--- src/sse_pkg.sv ---
`timescale 1ns / 1ps
// ----------------------------------------------------------------------------
// sse_pkg
// Shared types and constants for the sprite scanline evaluation block.
// ----------------------------------------------------------------------------
package sse_pkg;

  // Memory geometry
  localparam int ADDR_W = 8;
  localparam int BYTE_W = 8;

  // Scan limits
  localparam int MAX_SPRITES  = 8;
  localparam int SCAN_ENTRIES = 64;
  localparam int COPY_BYTES   = 8;

  // Counter widths; all but FC_W are derived from the scan limits
  localparam int CNT_W = $clog2(SCAN_ENTRIES + 1);
  localparam int HC_W  = $clog2(MAX_SPRITES + 2);
  localparam int SEL_W = (MAX_SPRITES > 1) ? $clog2(MAX_SPRITES) : 1;
  localparam int FC_W  = 4;

  // Function codes
  localparam logic [1:0] FUNC_WRITE = 2'd0;
  localparam logic [1:0] FUNC_READ  = 2'd1;
  localparam logic [1:0] FUNC_EVAL  = 2'd2;

  // Byte-level constants
  localparam logic [BYTE_W-1:0] ATTR_READ_MASK = 8'hE3;
  localparam logic [BYTE_W-1:0] PRERENDER_LINE = 8'hFF;
  localparam logic [BYTE_W-1:0] ERASE_VALUE    = 8'hFF;
  localparam logic [1:0]        ATTR_BYTE      = 2'd2;
  localparam logic [2:0]        FETCH_LAST     = 3'd4;

  typedef enum logic [2:0] {
    ST_CLEAR,
    ST_IDLE,
    ST_READ,
    ST_COPY,
    ST_SCAN,
    ST_EMIT,
    ST_FETCH
  } state_t;

  // Memory write request
  typedef struct packed {
    logic              we;
    logic [ADDR_W-1:0] addr;
    logic [BYTE_W-1:0] data;
  } ram_wr_t;

  // One result item
  typedef struct packed {
    logic [BYTE_W-1:0] read_data;
    logic              sprite_valid;
    logic [BYTE_W-1:0] sprite_y;
    logic [BYTE_W-1:0] sprite_tile;
    logic [BYTE_W-1:0] sprite_attr;
    logic [BYTE_W-1:0] sprite_x;
    logic              sprite_zero;
    logic [FC_W-1:0]   found_count;
    logic              overflow;
    logic              last;
  } res_t;

endpackage

--- src/sprite_scanline_evaluation.sv ---
`timescale 1ns / 1ps
// ----------------------------------------------------------------------------
// sprite_scanline_evaluation
// Sprite attribute memory with byte access and per-line sprite selection.
// ----------------------------------------------------------------------------
// Write: written to memory when accepted, no result. Read: the byte is read in the read state
// and its result strobed from the output register. Evaluate: row copy when the start index is 8
// or more, then a scan (one memory read per entry), then a state to settle the count (the no-hit
// result leaves here), then a byte fetch for each selected sprite (one byte read a cycle).
// Results leave an output register and cannot be stalled.
// After reset the memory is erased to 0xFF with busy high.
module sprite_scanline_evaluation (
  input  logic                       clk,
  input  logic                       rst_n,
  input  logic                       start,
  output logic                       busy,
  input  logic [1:0]                 in_func,
  input  logic [sse_pkg::ADDR_W-1:0] in_oam_index,
  input  logic [sse_pkg::BYTE_W-1:0] in_oam_data,
  input  logic [sse_pkg::BYTE_W-1:0] in_line,
  input  logic                       in_prerender,
  input  logic                       cfg_we,
  input  logic                       cfg_wdata,
  output logic                       out_strobe,
  output logic [sse_pkg::BYTE_W-1:0] out_read_data,
  output logic                       out_sprite_valid,
  output logic [sse_pkg::BYTE_W-1:0] out_sprite_y,
  output logic [sse_pkg::BYTE_W-1:0] out_sprite_tile,
  output logic [sse_pkg::BYTE_W-1:0] out_sprite_attr,
  output logic [sse_pkg::BYTE_W-1:0] out_sprite_x,
  output logic                       out_sprite_zero,
  output logic [sse_pkg::FC_W-1:0]   out_found_count,
  output logic                       out_overflow,
  output logic                       out_last
);

  import sse_pkg::*;

  logic              tall_r;
  logic              strobe_r;
  res_t              res_r;
  ram_wr_t           ram_wr;
  logic [ADDR_W-1:0] ram_raddr;
  logic [BYTE_W-1:0] ram_rdata;
  logic              res_valid;
  res_t              res;

  // Sprite height register
  always_ff @(posedge clk) begin
    if (!rst_n) begin
      tall_r <= 1'b0;
    end else if (cfg_we) begin
      tall_r <= cfg_wdata;
    end
  end

  sse_ram #(
    .ADDR_W (ADDR_W),
    .DATA_W (BYTE_W)
  ) u_ram (
    .clk   (clk),
    .we    (ram_wr.we),
    .waddr (ram_wr.addr),
    .wdata (ram_wr.data),
    .raddr (ram_raddr),
    .rdata (ram_rdata)
  );

  sse_engine u_engine (
    .clk          (clk),
    .rst_n        (rst_n),
    .start        (start),
    .in_func      (in_func),
    .in_oam_index (in_oam_index),
    .in_oam_data  (in_oam_data),
    .in_line      (in_line),
    .in_prerender (in_prerender),
    .tall         (tall_r),
    .busy         (busy),
    .ram_wr       (ram_wr),
    .ram_raddr    (ram_raddr),
    .ram_rdata    (ram_rdata),
    .res_valid    (res_valid),
    .res          (res)
  );

  // Output register: strobe for one cycle per transfer
  always_ff @(posedge clk) begin
    if (!rst_n) begin
      strobe_r <= 1'b0;
    end else begin
      strobe_r <= res_valid;
    end
  end

  always_ff @(posedge clk) begin
    if (res_valid) begin
      res_r <= res;
    end
  end

  assign out_strobe       = strobe_r;
  assign out_read_data    = res_r.read_data;
  assign out_sprite_valid = res_r.sprite_valid;
  assign out_sprite_y     = res_r.sprite_y;
  assign out_sprite_tile  = res_r.sprite_tile;
  assign out_sprite_attr  = res_r.sprite_attr;
  assign out_sprite_x     = res_r.sprite_x;
  assign out_sprite_zero  = res_r.sprite_zero;
  assign out_found_count  = res_r.found_count;
  assign out_overflow     = res_r.overflow;
  assign out_last         = res_r.last;

  // A transfer always comes from work done while busy
  a_strobe_from_busy: assert property (@(posedge clk) disable iff (!rst_n)
    out_strobe |-> $past(busy))
    else $error("result strobe without preceding busy cycle");

  // A read returns a single result, marked last
  a_read_latency: assert property (@(posedge clk) disable iff (!rst_n)
    (start && !busy && in_func == FUNC_READ) |-> ##2 (out_strobe && out_last))
    else $error("read result missing or not last");

  // A write gives no result
  a_write_silent: assert property (@(posedge clk) disable iff (!rst_n)
    (start && !busy && in_func == FUNC_WRITE) |-> ##2 !out_strobe)
    else $error("write produced a result");

  // Results without a sprite are always single
  a_nosprite_last: assert property (@(posedge clk) disable iff (!rst_n)
    (out_strobe && !out_sprite_valid) |-> out_last)
    else $error("non-sprite result not marked last");

  // Overflow only with a saturated hit count
  a_ovf_count: assert property (@(posedge clk) disable iff (!rst_n)
    (out_strobe && out_overflow) |-> (out_found_count == FC_W'(MAX_SPRITES + 1)))
    else $error("overflow with unsaturated count");

endmodule

--- src/sse_ram.sv ---
`timescale 1ns / 1ps
// ----------------------------------------------------------------------------
// sse_ram
// Simple dual-port synchronous RAM: one write port, one read port with
// registered read data.
// ----------------------------------------------------------------------------
module sse_ram #(
  parameter int ADDR_W = 8,
  parameter int DATA_W = 8
) (
  input  logic              clk,
  input  logic              we,
  input  logic [ADDR_W-1:0] waddr,
  input  logic [DATA_W-1:0] wdata,
  input  logic [ADDR_W-1:0] raddr,
  output logic [DATA_W-1:0] rdata
);

  logic [DATA_W-1:0] mem [2**ADDR_W];

  // Write port
  always_ff @(posedge clk) begin
    if (we) begin
      mem[waddr] <= wdata;
    end
  end

  // Registered read port
  always_ff @(posedge clk) begin
    rdata <= mem[raddr];
  end

endmodule

--- src/sse_engine.sv ---
`timescale 1ns / 1ps
// ----------------------------------------------------------------------------
// sse_engine
// Sequencer around the sprite memory: erase after reset, byte access,
// row copy, entry scan and readout of the selected sprites.
// ----------------------------------------------------------------------------
module sse_engine (
  input  logic                       clk,
  input  logic                       rst_n,
  input  logic                       start,
  input  logic [1:0]                 in_func,
  input  logic [sse_pkg::ADDR_W-1:0] in_oam_index,
  input  logic [sse_pkg::BYTE_W-1:0] in_oam_data,
  input  logic [sse_pkg::BYTE_W-1:0] in_line,
  input  logic                       in_prerender,
  input  logic                       tall,
  output logic                       busy,
  output sse_pkg::ram_wr_t           ram_wr,
  output logic [sse_pkg::ADDR_W-1:0] ram_raddr,
  input  logic [sse_pkg::BYTE_W-1:0] ram_rdata,
  output logic                       res_valid,
  output sse_pkg::res_t              res
);

  import sse_pkg::*;

  state_t state_r, state_nxt;

  logic [ADDR_W-1:0] clr_cnt_r, clr_cnt_nxt;
  logic [ADDR_W-1:0] idx_r, idx_nxt;
  logic [BYTE_W-1:0] eval_y_r, eval_y_nxt;
  logic              pre_r, pre_nxt;
  logic [CNT_W-1:0]  cnt_r, cnt_nxt;
  logic              chk_r, chk_nxt;
  logic [ADDR_W-1:0] chk_addr_r, chk_addr_nxt;
  logic [HC_W-1:0]   hit_cnt_r, hit_cnt_nxt;
  logic [ADDR_W-1:0] sel_r [MAX_SPRITES];
  logic [ADDR_W-1:0] sel_nxt [MAX_SPRITES];
  logic [SEL_W-1:0]  k_r, k_nxt;
  logic [2:0]        fb_r, fb_nxt;
  logic [BYTE_W-1:0] y_r, y_nxt;
  logic [BYTE_W-1:0] tile_r, tile_nxt;
  logic [BYTE_W-1:0] attr_r, attr_nxt;

  logic              accept;
  logic [ADDR_W-1:0] scan_addr;
  logic [ADDR_W:0]   diff;
  logic              in_range;
  logic [HC_W-1:0]   n_sel;
  logic              sel_last;
  logic              ovf;
  logic [ADDR_W-1:0] cur_sel;

  // Shared decode
  assign accept    = start && (state_r == ST_IDLE);
  assign busy      = (state_r != ST_IDLE);
  assign scan_addr = idx_r + ADDR_W'({cnt_r, 2'b00});
  assign diff      = {1'b0, eval_y_r} - {1'b0, ram_rdata};
  assign in_range  = !diff[ADDR_W] &&
                     (tall ? (diff[7:4] == 4'd0) : (diff[7:3] == 5'd0));
  assign n_sel     = (hit_cnt_r > HC_W'(MAX_SPRITES)) ? HC_W'(MAX_SPRITES) : hit_cnt_r;
  assign sel_last  = (HC_W'(k_r) == (n_sel - HC_W'(1)));
  assign ovf       = (hit_cnt_r > HC_W'(MAX_SPRITES)) && !pre_r;
  assign cur_sel   = sel_r[k_r];

  // Next state
  always_comb begin
    state_nxt = state_r;
    case (state_r)
      ST_CLEAR: begin
        if (clr_cnt_r == ADDR_W'(2**ADDR_W - 1)) state_nxt = ST_IDLE;
      end
      ST_IDLE: begin
        if (accept) begin
          case (in_func)
            FUNC_READ: state_nxt = ST_READ;
            FUNC_EVAL: state_nxt = (in_oam_index[7:3] != 5'd0) ? ST_COPY : ST_SCAN;
            default:   state_nxt = ST_IDLE;
          endcase
        end
      end
      ST_READ:  state_nxt = ST_IDLE;
      ST_COPY: begin
        if (cnt_r == CNT_W'(COPY_BYTES)) state_nxt = ST_SCAN;
      end
      ST_SCAN: begin
        if (cnt_r == CNT_W'(SCAN_ENTRIES)) state_nxt = ST_EMIT;
      end
      ST_EMIT: begin
        state_nxt = (hit_cnt_r == '0) ? ST_IDLE : ST_FETCH;
      end
      ST_FETCH: begin
        if (fb_r == FETCH_LAST && sel_last) state_nxt = ST_IDLE;
      end
      default: state_nxt = ST_IDLE;
    endcase
  end

  // Datapath registers
  always_comb begin
    clr_cnt_nxt  = clr_cnt_r;
    idx_nxt      = idx_r;
    eval_y_nxt   = eval_y_r;
    pre_nxt      = pre_r;
    cnt_nxt      = cnt_r;
    chk_nxt      = chk_r;
    chk_addr_nxt = chk_addr_r;
    hit_cnt_nxt  = hit_cnt_r;
    sel_nxt      = sel_r;
    k_nxt        = k_r;
    fb_nxt       = fb_r;
    y_nxt        = y_r;
    tile_nxt     = tile_r;
    attr_nxt     = attr_r;
    case (state_r)
      ST_CLEAR: begin
        clr_cnt_nxt = clr_cnt_r + ADDR_W'(1);
      end
      ST_IDLE: begin
        // Latch the item and reset the scan
        if (accept) begin
          idx_nxt     = in_oam_index;
          eval_y_nxt  = in_prerender ? PRERENDER_LINE : in_line;
          pre_nxt     = in_prerender;
          cnt_nxt     = '0;
          chk_nxt     = 1'b0;
          hit_cnt_nxt = '0;
          k_nxt       = '0;
          fb_nxt      = '0;
        end
      end
      ST_COPY: begin
        cnt_nxt = (cnt_r == CNT_W'(COPY_BYTES)) ? '0 : cnt_r + CNT_W'(1);
      end
      ST_SCAN: begin
        // Issue one entry read per cycle, compare its Y in the next cycle
        if (cnt_r != CNT_W'(SCAN_ENTRIES)) begin
          cnt_nxt      = cnt_r + CNT_W'(1);
          chk_nxt      = 1'b1;
          chk_addr_nxt = scan_addr;
        end else begin
          chk_nxt = 1'b0;
        end
        if (chk_r && in_range && (hit_cnt_r <= HC_W'(MAX_SPRITES))) begin
          if (hit_cnt_r < HC_W'(MAX_SPRITES)) begin
            sel_nxt[hit_cnt_r[SEL_W-1:0]] = chk_addr_r;
          end
          hit_cnt_nxt = hit_cnt_r + HC_W'(1);
        end
      end
      ST_FETCH: begin
        // Collect the four bytes of the current sprite
        case (fb_r)
          3'd1:    y_nxt    = ram_rdata;
          3'd2:    tile_nxt = ram_rdata;
          3'd3:    attr_nxt = ram_rdata;
          default: ;
        endcase
        if (fb_r == FETCH_LAST) begin
          fb_nxt = '0;
          k_nxt  = k_r + SEL_W'(1);
        end else begin
          fb_nxt = fb_r + 3'd1;
        end
      end
      default: ;
    endcase
  end

  // Memory ports and result
  always_comb begin
    ram_wr    = '0;
    ram_raddr = in_oam_index;
    res_valid = 1'b0;
    res       = '0;
    case (state_r)
      ST_CLEAR: begin
        ram_wr = '{we: 1'b1, addr: clr_cnt_r, data: ERASE_VALUE};
      end
      ST_IDLE: begin
        if (accept && in_func == FUNC_WRITE) begin
          ram_wr = '{we: 1'b1, addr: in_oam_index, data: in_oam_data};
        end
      end
      ST_READ: begin
        res_valid     = 1'b1;
        res.read_data = (idx_r[1:0] == ATTR_BYTE) ? (ram_rdata & ATTR_READ_MASK) : ram_rdata;
        res.last      = 1'b1;
      end
      ST_COPY: begin
        // Read bytes 0..7, write each one in the next cycle onto the start row
        ram_raddr = ADDR_W'(cnt_r[2:0]);
        if (cnt_r != '0) begin
          ram_wr = '{we: 1'b1,
                     addr: {idx_r[7:3], 3'(cnt_r - CNT_W'(1))},
                     data: ram_rdata};
        end
      end
      ST_SCAN: begin
        ram_raddr = scan_addr;
      end
      ST_EMIT: begin
        if (hit_cnt_r == '0) begin
          res_valid = 1'b1;
          res.last  = 1'b1;
        end
      end
      ST_FETCH: begin
        ram_raddr = cur_sel + ADDR_W'(fb_r);
        if (fb_r == FETCH_LAST) begin
          res_valid        = 1'b1;
          res.sprite_valid = 1'b1;
          res.sprite_y     = y_r;
          res.sprite_tile  = tile_r;
          res.sprite_attr  = attr_r;
          res.sprite_x     = ram_rdata;
          res.sprite_zero  = (cur_sel[7:2] == 6'd0);
          res.found_count  = FC_W'(hit_cnt_r);
          res.overflow     = ovf;
          res.last         = sel_last;
        end
      end
      default: ;
    endcase
  end

  // Control registers
  always_ff @(posedge clk) begin
    if (!rst_n) begin
      state_r   <= ST_CLEAR;
      clr_cnt_r <= '0;
      cnt_r     <= '0;
      chk_r     <= 1'b0;
      hit_cnt_r <= '0;
      k_r       <= '0;
      fb_r      <= '0;
    end else begin
      state_r   <= state_nxt;
      clr_cnt_r <= clr_cnt_nxt;
      cnt_r     <= cnt_nxt;
      chk_r     <= chk_nxt;
      hit_cnt_r <= hit_cnt_nxt;
      k_r       <= k_nxt;
      fb_r      <= fb_nxt;
    end
  end

  // Payload registers
  always_ff @(posedge clk) begin
    idx_r      <= idx_nxt;
    eval_y_r   <= eval_y_nxt;
    pre_r      <= pre_nxt;
    chk_addr_r <= chk_addr_nxt;
    sel_r      <= sel_nxt;
    y_r        <= y_nxt;
    tile_r     <= tile_nxt;
    attr_r     <= attr_nxt;
  end

endmodule
--- config.mk ---
export PLATFORM = sky130hd
export DESIGN_NAME = sprite_scanline_evaluation
export DESIGN_NICKNAME = d
export VERILOG_FILES = /design/src/sse_pkg.sv /design/src/sprite_scanline_evaluation.sv /design/src/sse_ram.sv /design/src/sse_engine.sv
export SDC_FILE = /design/constraint.sdc
export NUM_CORES = 2
export LEC_CHECK = 0
export BUFFER_PORTS_ARGS = -buffer_cell sky130_fd_sc_hd__buf_4
export CAP_MARGIN = 10
export CELL_PAD_IN_SITES_DETAIL_PLACEMENT = 0
export CELL_PAD_IN_SITES_GLOBAL_PLACEMENT = 1
export CORE_UTILIZATION = 40
export CTS_CLUSTER_SIZE = 24
export DETAILED_ROUTE_END_ITERATION = 10
export PLACE_DENSITY_LB_ADDON = 0.1
export SYNTH_ARGS = -nofsm -noshare
export SYNTH_HDL_FRONTEND = slang
export SYNTH_SLANG_ARGS = --single-unit
--- constraint.sdc ---
create_clock -name clk -period 18.4 [get_ports clk]
set_input_delay 3.68 -clock clk [delete_from_list [all_inputs] [get_ports clk]]
set_output_delay 3.68 -clock clk [all_outputs]
set_load 0.05 [all_outputs]
# == Yosys cells after proc, flatten, opt, wreduce, memory -nomap -nowiden ==
# Memories as Yosys holds them, arrays and structs flattened. A register that Yosys moved wholly into a read port is not among the register bits.
# Cells that the tools add are included.
# totals
out_inout_bits,50
elab_cells,160
reg_bits,192
inputBits,32
ramBits,2048
n_memories,1
# op_classes
n_eq_ne,27
addsub,10
bitwise,3
muxes,43
reduce_logical,35
magnitude_cmp,6
# mem_list
name,words,word_bits,read_ports,rd_clocked_by_memory_dff,write_ports,line_no,source
u_ram.mem,256,8,1,1,1,sse_ram.sv:19,logic [DATA_W-1:0] mem [2**ADDR_W];
# op_table
operator,count
64-bit bitwise mux,1
17-bit case mux with 3 select lines,1
40-bit 2-to-1 mux,1
17-bit 2-to-1 mux,2
3-bit 2-to-1 mux,10
8-bit binary-select mux with 3-bit select,1
8-bit demux with 3-bit select,1
8-bit 2-to-1 mux,3
8-bit case mux with 3 select lines,1
7-bit 2-to-1 mux,3
7-bit case mux with 3 select lines,1
3-bit case mux with 2 select lines,3
3-bit case mux with 6 select lines,1
"2-bit by 1-bit inequality test with 1-bit output, second input constant",8
2-bit AND reduction,8
"3-bit by 2-bit equality test with 1-bit output, second input constant",4
"3-bit equality test, second input constant",4
4-bit 2-to-1 mux,3
3-bit AND reduction,4
8-bit by 8-bit subtractor with 9-bit output,1
"8-bit by 1-bit adder with 8-bit output, second input constant",1
8-bit by 3-bit adder with 8-bit output,1
8-bit adder,1
"8-bit equality test, second input constant",1
other kinds (37),59

# == Depth between registers and ports, before layout ==
# logic_depth
depth_word,8
mapped_depth,22
depth_no_buf,15

# == By module ==
# From an unflattened synthesis, not the netlist that was laid out.
# hier_totals
hier_cells,4383
hier_area_um2,88268.4
# modules_own_cells
module,area_per_inst_um2,n_inst,cells_per_inst,seq_area_each_um2
sse_ram,79556.3,1,3733,61659.1
sse_engine,7208.2,1,597,3973.8
sprite_scanline_evaluation,1503.9,1,53,1481.4

# == Worst setup path before layout ==
# OpenSTA, ideal clock, no wires.
# synth_path
path_type,register to register
from,reg u_engine.state_r[0]
to,mem u_ram.mem[0][1] (data pin)
n_path_buf,2
path_stages_with_launch,7
t_required_ps,16210
setup_ps,2190
arrival_ps,11554
synth_period_minus_slack_ps,13744
setup_slack_ps,4656
cell_sequence,dfxtp_1 > buf_2 > buf_1 > nand3_1 > a21oi_1 > inv_1 > o21ai_0
# synth_lines
element,line_no,source
from (decl),sse_engine.sv:27,"state_t state_r, state_nxt;"
from (signal assigned),sse_engine.sv:238,state_r <= state_nxt;
to (decl),sse_ram.sv:19,

# == Worst setup path in the final report ==
# layout_path
from,in in_oam_index[0] (netlist bit)
to,"reg u_ram.rdata[1], read port of u_ram.mem"
# layout_via
elab_chain_cells,1
# layout_lines
element,line_no,source
from (decl),sprite_scanline_evaluation.sv:18,"input logic [sse_pkg::ADDR_W-1:0] in_oam_index,"
8-bit case mux with 3 select lines,sse_engine.sv:176,case (state_r)
to (decl),sse_ram.sv:16,output logic [DATA_W-1:0] rdata
# Every way passes these cells.
# A chain may end at the register's enable or synchronous reset.

==> metrics.txt <==
Reg clk slew, reported paths 60 ps; status completed; top_reg_cell synth edfxtp_1; DRC 0; setup violators final 0; TritonCTS buffer count 240; Startpoint Class input pin; RD Place Congestion 0.824; CTS tree yes; Syn Nets 6764; gr usage total 0.253; worst slew pin tran 1330 ps; Warnings, synthesis 0; Die Height 479 um; Mapped Area 90900 um2; fin crit share 0.463; first-pass GRT wire length 419000 um; initial drt markers 5987; via density per instance 5.81; FFs w/ async S/R, synth 0; Clock Tree Root clkbuf_16; Max-Cap Viols 0; via count 57.4k; Synth area leaders edfxtp_1, nand2_1, nand3_1, a311oi_1, a211oi_1; DR pass1 iterations 6; # nets final 6743; I/O pins 82; Detail Route Antenna Nets 0; Peak Freq 0.117 GHz; fin cells 9889; Worst Path Max Fanout 109; die area 229000 um2; FF+latch area 67100 um2; die width 479 um; count of input and output buffers 81; post-synthesis register bit count 2248; worst hold path type flop to flop; vias in the first global route 54.9k; top cell type's share of synthesized area 0.730; CTS resizes 0; crit-path cells buf_4 -> a21oi_1 -> a311o_2 -> buf_12 -> nand2_4 -> buf_4 -> buf_12 -> buf_4 -> a211oi_1 -> a211oi_1 -> a31oi_1 -> o21ai_0 -> o211ai_1 -> a211oi_1 -> mux2_2; WP data arrival 9370 ps; Final Hold Fails 0; CP max stage delay 640 ps; Final Core Density 0.454; H-tree depth 4; setup TNS 0 ps; Pleak 33.4 nW; Cell Rows 174; largest net degree at the start of global routing 194; dpl cells 9428; Initial Util 0.403; max-slew violation count 0; Synth area leader edfxtp_1; CTS max path bufs 3; Netlist cell types 79; postcts setup bufs 0; crit end category flop; Multi-input gate area 21900 um2; register bank with the most flops u_ram.mem; grt ovf 0; Peak VDD IR 0.0000961 V; Relative slew margins 0.115; Core ar. 225000 um2; max FFs per register 2048; Post-DP HPWL 169000 um; critical path's slowest cell buf_4; routed wire length 295000 um; sequential cell area fraction in the yosys report 0.738; Crit Path Category input pin to flop; power per cell area 111 nW/um2; Cells after Synth 6700; routed len/inst 29.8 um; Worst Skew 42.1 ps; syn_area_per_cell 13.6 um2; Period minus WS final 8520 ps; CTS Sinks 2248; Worst EP required 19240 ps; biggest regs u_ram.mem (2048), u_engine.sel_r (64); RSZ-0062 raised after global routing false; EDFF count, synth 2209; layout cells sized above 1 0.0922; fillers 20.3k; initial antenna violation count 16; Hold Buf Count CTS 0; synth-to-layout area growth 12.4%; Clk Latency, worst-skew pair 900 ps
## per-layer routing
metal  share of wire  wire length (um)  GRT usage  vias to the layer above
li1                -                 -          -                    25371
met1            0.45            133000      0.368                    29625
met2            0.46            135000      0.395                     2054
met3           0.063             18600     0.0367                      389
met4           0.029              8600     0.0749                        2
met5        0.000044                13          0                        -
## cell usage after synthesis (all sizes together), types with 6 or more instances
library cell and n:
a21oi 124, and3 257, nand2b 11, mux4 19
mux2i 127, inv 34, o21ai 70, nor3 48
nand2 1535, nand4 11, nand3 421, a221oi 13
a31oi 180, ha 30, buf 293, a211o 6
o221ai 21, a211oi 220, a311oi 192, a221o 7
nor2b 8, clkbuf 184, dfxtp 39, a31o 7
o22ai 35, xnor2 12, xor2 12, and2 45
edfxtp 2209, mux2 7, a32oi 56, o211ai 18
nor2 339, or2 8, a21o 6, nor4 9
a22oi 19
## cell usage in the layout (no fill, tap or decap), types with 10 or more instances in the layout
cell type and instances:
a221oi_1 10, o21ai_0 59, a211oi_1 220, o22ai_1 35, ha_1 30, buf_12 15, o221ai_1 21, nor3_1 45
a311oi_1 190, nand2_1 1517, a31oi_1 180, xnor2_1 12, edfxtp_1 2209, buf_4 198, mux2i_1 126, clkbuf_16 241
and3_1 255, nand2b_1 11, nor2_1 334, xor2_1 12, a21oi_1 124, clkinv_2 42, bufinv_16 16, a32oi_1 55
nand2_2 16, inv_1 34, a22oi_1 19, o211ai_1 17, nand3_1 418, clkinv_1 75, clkbuf_1 56, and2_1 43
nand4_1 11, dfxtp_1 39, mux4_2 19
## report_power, final
part | leakage [nW] | total, mW | internal, mW | switching [mW]
Clock | 3.66 | 4.68 | 2.62 | 2.06
Sequential | 19.8 | 5.79 | 5.76 | 0.0247
Combinational | 9.95 | 0.895 | 0.179 | 0.716
Total | 33.4 | 11.4 | 8.57 | 2.80
## worst paths after layout
kind	startpoint	endpoint	slack, ps	depth (start not counted)
setup reg to reg	u_engine.k_r[0]	u_ram.rdata[7]	10760	19
hold / removal	u_engine.y_r[5]	out_sprite_y[5]	520	1
setup / recovery	in_oam_index[0]	u_ram.rdata[1]	9880	15
hold reg to reg	u_engine.y_r[5]	out_sprite_y[5]	520	1
## through the flow
stage / cell area (um2) / hold slack [ps] / power [mW] / setup slack (ps)
finish: 102000 / 516 / 11.4 / 9880
global route: 102000 / 528 / 11.7 / 9780
CTS: 102000 / 508 / 11.4 / 9970
detailed placement: 94600 / 498 / 6.79 / 9020
global placement: 94600 / 485 / 6.79 / 8770
floorplan: 90900 / 445 / 6.45 / 4660
## worst max-delay path: cells and delay by family
family | cells | cell delay (ps)
muxes | 1 | 260
and+or+nand+nor | 1 | 480
buffers and inverters | 5 | 2090
AOI/OAI and AO/OA | 8 | 2600
## final cells by class
cell class	count	share of cell area
well taps	2992	0.0366
diodes	7	0.000171
multi-input cells	3941	0.214
clock inverters	156	0.0126
inverters	34	0.00125
clock buffers	297	0.0611
flip-flops and latches	2248	0.657
repair buffers	214	0.0176
## logic make-up after synthesis
group / count (synthesis) / share of synthesized area
compound gates: 1020 / 0.0814
xor+xnor: 24 / 0.00231
fa+ha+maj: 32 / 0.00457
buf+inv: 511 / 0.0249
flops: 2248 / 0.738
mux: 153 / 0.0197
simple gates: 2712 / 0.129
(Power assumes the default switching activity.)
